File: config.mk
export PLATFORM = sky130hd
export DESIGN_NAME = mbcv_ctrl
export DESIGN_NICKNAME = d
export VERILOG_FILES = /design/src/rtl/mbcv_pkg.sv /design/src/rtl/mbcv_ctrl.sv
export SDC_FILE = /design/constraint.sdc
export NUM_CORES = 1
export LEC_CHECK = 0
export ABC_AREA = 1
export ABC_CLOCK_PERIOD_IN_PS = 1000
export BUFFER_PORTS_ARGS = -buffer_cell sky130_fd_sc_hd__buf_2
export CAP_MARGIN = 30
export CORE_AREA = 2 2 39 41
export DETAILED_ROUTE_END_ITERATION = 10
export DIE_AREA = 0 0 41 43
export GPL_ROUTABILITY_DRIVEN = 0
export GPL_TIMING_DRIVEN = 0
export SYNTH_ARGS = -nofsm -noshare
export SYNTH_HDL_FRONTEND = slang
export SYNTH_SLANG_ARGS = --single-unit
File: constraint.sdc
create_clock -name clk -period 1 [get_ports clk]
set_clock_uncertainty 0.05 [all_clocks]
set_input_delay 0.05 -clock clk [delete_from_list [all_inputs] [get_ports clk]]
set_output_delay 0.05 -clock clk [all_outputs]
set_load 0.05 [all_outputs]
File: src/rtl/mbcv_pkg.sv
// Package for the birthday collision verify unit: payload structs, status codes,
// controller states, SHA-512 constants and round functions. No dependencies.
package mbcv_pkg;

  localparam int unsigned BirthdaysPerDigest = 8;
  localparam logic [31:0] ResetMaxNonce = 32'd67108864;
  localparam logic [6:0] ResetSearchBits = 7'd50;
  localparam int unsigned CfgIdxW = 1;
  localparam int unsigned CfgDataW = 32;
  localparam logic [CfgIdxW-1:0] RegMaxNonce = 1'b0;
  localparam logic [CfgIdxW-1:0] RegSearchBits = 1'b1;

  typedef struct packed {
    logic [63:0] head_word_0;
    logic [63:0] head_word_1;
    logic [63:0] head_word_2;
    logic [63:0] head_word_3;
    logic [31:0] nonce_first;
    logic [31:0] nonce_second;
  } in_item_t;

  typedef enum logic [1:0] {
    ST_MATCH = 2'd0, ST_EQUAL = 2'd1, ST_OVER = 2'd2, ST_DIFFER = 2'd3
  } status_t;

  typedef struct packed {
    logic       pair_valid;
    logic [1:0] status;
  } out_item_t;

  typedef enum logic [2:0] {
    S_IDLE, S_LOAD, S_ROUND, S_FINAL, S_DONE
  } ctl_state_t;

  // controller -> datapath
  typedef struct packed {
    logic capture;   // take input item
    logic load;      // load message block and state for hash sel
    logic sel;       // 0 first nonce, 1 second nonce
    logic round;     // run one round
    logic finish;    // add start values, extract birthday for sel
  } dp_cmd_t;

  // datapath -> controller
  typedef struct packed {
    logic    last_round;
    status_t early;
    logic    early_hit;
    logic    same;
  } dp_stat_t;

  typedef logic [63:0] k_tab_t [80];
  localparam k_tab_t RoundK = '{
    64'h428a2f98d728ae22, 64'h7137449123ef65cd, 64'hb5c0fbcfec4d3b2f, 64'he9b5dba58189dbbc,
    64'h3956c25bf348b538, 64'h59f111f1b605d019, 64'h923f82a4af194f9b, 64'hab1c5ed5da6d8118,
    64'hd807aa98a3030242, 64'h12835b0145706fbe, 64'h243185be4ee4b28c, 64'h550c7dc3d5ffb4e2,
    64'h72be5d74f27b896f, 64'h80deb1fe3b1696b1, 64'h9bdc06a725c71235, 64'hc19bf174cf692694,
    64'he49b69c19ef14ad2, 64'hefbe4786384f25e3, 64'h0fc19dc68b8cd5b5, 64'h240ca1cc77ac9c65,
    64'h2de92c6f592b0275, 64'h4a7484aa6ea6e483, 64'h5cb0a9dcbd41fbd4, 64'h76f988da831153b5,
    64'h983e5152ee66dfab, 64'ha831c66d2db43210, 64'hb00327c898fb213f, 64'hbf597fc7beef0ee4,
    64'hc6e00bf33da88fc2, 64'hd5a79147930aa725, 64'h06ca6351e003826f, 64'h142929670a0e6e70,
    64'h27b70a8546d22ffc, 64'h2e1b21385c26c926, 64'h4d2c6dfc5ac42aed, 64'h53380d139d95b3df,
    64'h650a73548baf63de, 64'h766a0abb3c77b2a8, 64'h81c2c92e47edaee6, 64'h92722c851482353b,
    64'ha2bfe8a14cf10364, 64'ha81a664bbc423001, 64'hc24b8b70d0f89791, 64'hc76c51a30654be30,
    64'hd192e819d6ef5218, 64'hd69906245565a910, 64'hf40e35855771202a, 64'h106aa07032bbd1b8,
    64'h19a4c116b8d2d0c8, 64'h1e376c085141ab53, 64'h2748774cdf8eeb99, 64'h34b0bcb5e19b48a8,
    64'h391c0cb3c5c95a63, 64'h4ed8aa4ae3418acb, 64'h5b9cca4f7763e373, 64'h682e6ff3d6b2b8a3,
    64'h748f82ee5defb2fc, 64'h78a5636f43172f60, 64'h84c87814a1f0ab72, 64'h8cc702081a6439ec,
    64'h90befffa23631e28, 64'ha4506cebde82bde9, 64'hbef9a3f7b2c67915, 64'hc67178f2e372532b,
    64'hca273eceea26619c, 64'hd186b8c721c0c207, 64'heada7dd6cde0eb1e, 64'hf57d4f7fee6ed178,
    64'h06f067aa72176fba, 64'h0a637dc5a2c898a6, 64'h113f9804bef90dae, 64'h1b710b35131c471b,
    64'h28db77f523047d84, 64'h32caab7b40c72493, 64'h3c9ebe0a15c9bebc, 64'h431d67c49c100d4c,
    64'h4cc5d4becb3e42b6, 64'h597f299cfc657e2a, 64'h5fcb6fab3ad6faec, 64'h6c44198c4a475817
  };

  typedef logic [63:0] h_tab_t [8];
  localparam h_tab_t StartH = '{
    64'h6a09e667f3bcc908, 64'hbb67ae8584caa73b, 64'h3c6ef372fe94f82b, 64'ha54ff53a5f1d36f1,
    64'h510e527fade682d1, 64'h9b05688c2b3e6c1f, 64'h1f83d9abfb41bd6b, 64'h5be0cd19137e2179
  };

  function automatic logic [63:0] rotr(input logic [63:0] x, input int unsigned n);
    rotr = (x >> n) | (x << (64 - n));
  endfunction

  function automatic logic [63:0] bswap(input logic [63:0] x);
    logic [63:0] y;
    for (int i = 0; i < 8; i++) y[8*i +: 8] = x[8*(7-i) +: 8];
    bswap = y;
  endfunction

endpackage

File: src/rtl/mbcv_ctrl.sv
// Controller state machine for the birthday collision verify unit.
// Depends on mbcv_pkg.
module mbcv_ctrl (
  input  logic              clk,
  input  logic              rst,
  input  logic              start,
  input  mbcv_pkg::dp_stat_t stat,
  output mbcv_pkg::dp_cmd_t cmd,
  output logic              busy,
  output logic              done,
  output logic              busy_next
);
  import mbcv_pkg::*;

  ctl_state_t state, state_next;
  logic sel, sel_next;

  always_ff @(posedge clk) begin
    if (rst) begin
      state <= S_IDLE;
      sel   <= 1'b0;
    end else begin
      state <= state_next;
      sel   <= sel_next;
    end
  end

  always_comb begin
    state_next = state;
    sel_next   = sel;
    cmd        = '0;
    cmd.sel    = sel;
    done       = 1'b0;
    unique case (state)
      S_IDLE: begin
        if (start) begin
          cmd.capture = 1'b1;
          sel_next    = 1'b0;
          state_next  = S_LOAD;
        end
      end
      S_LOAD: begin
        if (stat.early_hit) begin
          state_next = S_DONE;
        end else begin
          cmd.load   = 1'b1;
          state_next = S_ROUND;
        end
      end
      S_ROUND: begin
        cmd.round = 1'b1;
        if (stat.last_round) state_next = S_FINAL;
      end
      S_FINAL: begin
        cmd.finish = 1'b1;
        if (sel) begin
          state_next = S_DONE;
        end else begin
          sel_next   = 1'b1;
          state_next = S_LOAD;
        end
      end
      S_DONE: begin
        done       = 1'b1;
        state_next = S_IDLE;
      end
      default: state_next = S_IDLE;
    endcase
  end

  assign busy      = (state != S_IDLE);
  assign busy_next = (state_next != S_IDLE);
endmodule

# Word-level counts from Yosys, hierarchy flattened
# Cells that the tools add are included.
# classes
eq_ne	5
n_mux	14
n_reduce_logical	5
# op_table
operator	count
two-way mux 3 bit	4
case mux 3 bit (4 select lines)	1
two-way mux 1 bit	8
== test 3 x 2 -> 1 bit, second input constant	2
nonzero test 3 bit	2
== test 3 x 1 -> 1 bit, second input constant	1
== test 3 bit, second input constant	1
logical NOT 3 bit	1
inequality test 2 bit, second input constant	1
case mux 1 bit (2 select lines)	1
AND reduction 2 bit	1
nonzero test 2 bit	1
# word_totals
register_bits	4
input_bits	8
out_inout_bits	8
elab_cells	26

# Depth between registers and ports, before layout
# logic_depth
ltp_word	3
mapped_depth	6
mapped_depth_nobuf	6

# Worst setup path before layout
# No wires, ideal clock.
# synth_path
path_type	register to output
startpoint	register state[2]
endpoint	output done
t_arrival_ns	1.553
t_required_ns	0.900
setup_slack_ns	-0.653
path_stages_with_launch	3
n_path_buf	0
path_cell_list	dfxtp_1 -> inv_1 -> nor3_1
# synth_between
elab_chain_cells	2
# synth_lines
item	line	rtl
start, declared	mbcv_ctrl.sv:15	ctl_state_t state, state_next;
start signal, assigned	mbcv_ctrl.sv:23	state <= state_next;
== test 3 bit	mbcv_ctrl.sv:34	unique case (state)
two-way mux 1 bit	mbcv_ctrl.sv:34	
end, declared	mbcv_ctrl.sv:10	output logic done,
# No other way between the ends.

# Worst setup path in the final report
# layout_path
startpoint	register state[0]
endpoint	output busy_next
# layout_between
elab_chain_cells	3
word_cells_on_any_way	8
cone_classes	3 x eq/ne; 3 x mux; 2 x reduce/logical
# layout_lines
item	line	rtl
== test 3 x 2 -> 1 bit (tied with other cells)	mbcv_ctrl.sv:34	
case mux 3 bit (4 select lines) *	mbcv_ctrl.sv:34	
nonzero test 3 bit *	mbcv_ctrl.sv:72	assign busy_next = (state_next != S_IDLE);
end, declared	mbcv_ctrl.sv:11	output logic busy_next
# Every way passes the cells marked *; elsewhere a longest branch is shown, timed or not.

==> results list <==
- The flow ran to the end, but the final reports show violations.
- The final reports fail on setup timing.
- Clock tree from TritonCTS: yes
* Category of the worst setup path capture point: output pin
- Average wire length per cell after detail routing: 8.735 µm
* Layout cell share with drive strength beyond 1: between 70% and 80%
- Startpoint kind of the worst setup timing path: register
* 1st-pass router iterations: 4
- After detailed routing, the number of vias per cell comes to 4.000.
- Mean cell area of the mapped netlist: 6.140 µm²
- Hold Vio Cnt, Final: 0
- In the final timing run, aggregate negative setup slack is -1.716 ns.
- Clock Pin Slew Worst Setup and Hold Paths: 0.04 ns
- The cell count after synthesis came out at 43.
- Subtracting the final worst setup slack from the clock period gives ~1.3 ns.
- Entering global routing, the biggest net connects 8 pins.
* Cell area after technology mapping: roughly 260 µm²
- Classification of the worst-slack hold path: input port to register
- Synth Area in Compound Gates: ~7.6%
* Top cells by area, synth: dfxtp_1, inv_1, nand2_1, nor2_1, a21oi_1
* DRT antenna net count: 0
* Ratio of total power to cell area: 1196 nW/µm²
- Synthesis produced a netlist with a net count of 51.
- In the post-route analysis, the smallest setup slack over all paths is -0.3113 ns.
- Based on the critical path, the design can be clocked at up to 0.7626 GHz.
- Std-Cell Core Area: about 1400 µm²
* 1st-iter DRT viols: 1
* # H-tree levels: 1
- Count of unique library cells instantiated by Yosys: 13
- Final hold analysis gives a worst-case slack of ~0.16 ns.
- In this run the cell area measured after placement is 395.4 µm².
* Max-slew headroom: about nine tenths
* Max-slew violation count: 0
- The initial utilization of the core area, before any placement, comes to a little under a fifth.
- After synthesis, the largest family of logic cells by area is simple AND/OR/NAND/NOR gates.
* Area fraction of the dominant cell type after synthesis: just over 30%
* Share of the synthesized netlist area taken by xor and xnor gates: 0%
- Dividing the final minimum period by the clock period gives 131.1%.
* TritonCTS Buffers: 3
- Number of global-route vias before repair: ~270
* Total global routing track utilization: under 10%
* Delay contributed by the slowest stage of the critical path: roughly 0.37 ns
- Along the worst path, the maximum fanout reaches 6.
- The tree is rooted in a clkbuf_4.
- After Yosys synthesis, full adders, half adders and majority gates account for 0% of the synthesized area.
- RSZ-0062 raised after global routing: true
* Fraction of the mapped netlist area in simple logic gates: 42.18%
- Required time at the worst-slack endpoint: ~0.90 ns
* Final antenna diode count: 0
- Clock tree sinks: 4
* Number of storage elements in the synthesis netlist: 4
* DR vias: ~330
* Num ports: 16
- Post-synthesis sequential area ratio: a little under a third
- The finished cells cover ~570 µm².
- Kind of critical path: register to output pin
- The portion of synthesized area spent on multiplexers is 0%.
- After legalization and detailed placement, the total HPWL measured between 400 and 500 µm.
- Yosys printed 0 warnings.
* Chip height: 43 µm
* Worst Max-Slew Pin Slew: 0.1453 ns
* Clock insertion delay at the later pin of the skew report: roughly 0.23 ns
- The number of antenna violations at the first check in global routing is 0.
* Dominant cell type by count on the critical path: nand2_2
- Inst Count DP: 71
- Leading cell types in the layout, fill and taps excluded: buf_4, inv_1, nand2_2
- After the last flow step, the layout net total stands at between 70 and 80.
- After floorplanning, the core was divided into 14 placement rows.
- Library cell occupying the most area in the post-synthesis netlist: dfxtp_1
- Critical-path cell list: nand2_2 > nor2_4 > nand2_2 > nand2_2 > nor2_2 > nand2_4 > buf_8
- Number of DRC violations after detailed routing: 0
- X dimension of the die: a little over 40 µm
- Global-route wire length before repair: 993 µm
* Area growth from synthesis to layout: 115.2%
* Max-cap violations: 0
- For this design the static power due to leakage is 0.2773 nW.
- On the critical path, the stage with the largest delay is an instance of dfxtp_4.
- Port Buf Inserts: 12
- Filler instances: between 100 and 150
- Wires add up to approximately 730 µm.
- For this run, the number of standard cells in the final layout without fillers is 83.
* Worst Path Arrival: 1.21 ns
* Aggregate global routing overflow: 0
* Total chip power: approximately 0.00068 W
- Leaving out fill and tap cells, the most frequent cell in the layout is buf_4.
* Deepest clock path buffer count: 2
* Worst voltage drop across the vdd grid: around 0.00052 V
* Full die area: ~1800 µm²
* Number of setup violations in the final report: 10
-- synthesized netlist by cell type --
master and instances:
a21oi_1 3, buf_4 2, dfxtp_1 4, inv_1 10, nand2_1 10, nand2_2 1
nand3_1 2, nand3_2 1, nand4_1 2, nor2_1 5, nor2_4 1, nor3_1 1
o21ai_1 1
-- where the power goes --
group	switching, W	total (W)	internal (W)
logic	0.000170	0.000277	0.000108
registers	0.0000149	0.000181	0.000166
clock network	0.0000712	0.000221	0.000150
total	0.000256	0.000679	0.000423
-- critical path: cells and delay by family (launching register included) --
kind,cells,cell delay [ns]
DFF,1,0.37
buffers and inverters,1,0.14
and+or+nand+nor,6,0.47
-- flip-flops by register name, summed over array words and instances, names as in the netlist --
signal	count
state	3
sel	1
-- per-stage QoR --
step / util [%] / setup slack (ns)
after floorplan: - / -0.1643
after global placement: 28.57 / -0.1908
after detailed placement: 28.57 / -0.1837
after CTS: 36.89 / -0.3181
after global routing: 41.05 / -0.3922
final: 41.05 / -0.3113
-- worst paths after layout --
| path | start | endpoint | slack (ns) | cells after the start |
|---|---|---|---|---|
| setup / recovery | state[0] | busy_next | -0.31 | 7 |
| hold / removal | start | sel | 0.16 | 4 |
| setup reg to reg | state[0] | state[2] | -0.16 | 6 |
| hold reg to reg | sel | sel | 0.47 | 2 |
-- what timing repair did --
item                       4_1_cts  5_1_grt
hold buffers                     1        0
hold endpoints to repair         3        0
gates resized for setup         18       10
pin swaps                        4        6
buffers inserted                 3        4
setup endpoints to repair        8       12
-- area by class of cell --
| class | instances | area, µm² | area share, % |
|---|---|---|---|
| Timing Repair Buffer | 20 | 176.4 | 31.06 |
| Buffer | 2 | 15.01 | 2.643 |
| Multi-Input combinational cell | 27 | 187.7 | 33.04 |
| Sequential cell | 4 | 92.59 | 16.30 |
| Tap cell | 16 | 20.02 | 3.524 |
| Inverter | 10 | 50.05 | 8.811 |
| Clock buffer | 4 | 26.28 | 4.626 |
-- layer usage --
metal | up-vias | global-route usage, % | share of wire [%]
met5 | - | 0 | 0
met4 | 0 | 10.00 | 1.5
li1 | 178 | - | -
met2 | 8 | 11.56 | 53
met3 | 2 | 3.141 | 5.1
met1 | 144 | 9.968 | 40
-- cell families (layout without fill, tap and decap cells) --
family / after synthesis / after routing
DFF: 4 / 4
and+or+nand+nor: 23 / 23
AOI/OAI and AO/OA: 4 / 4
buffers and inverters: 12 / 36
(Power assumes the default switching activity.)
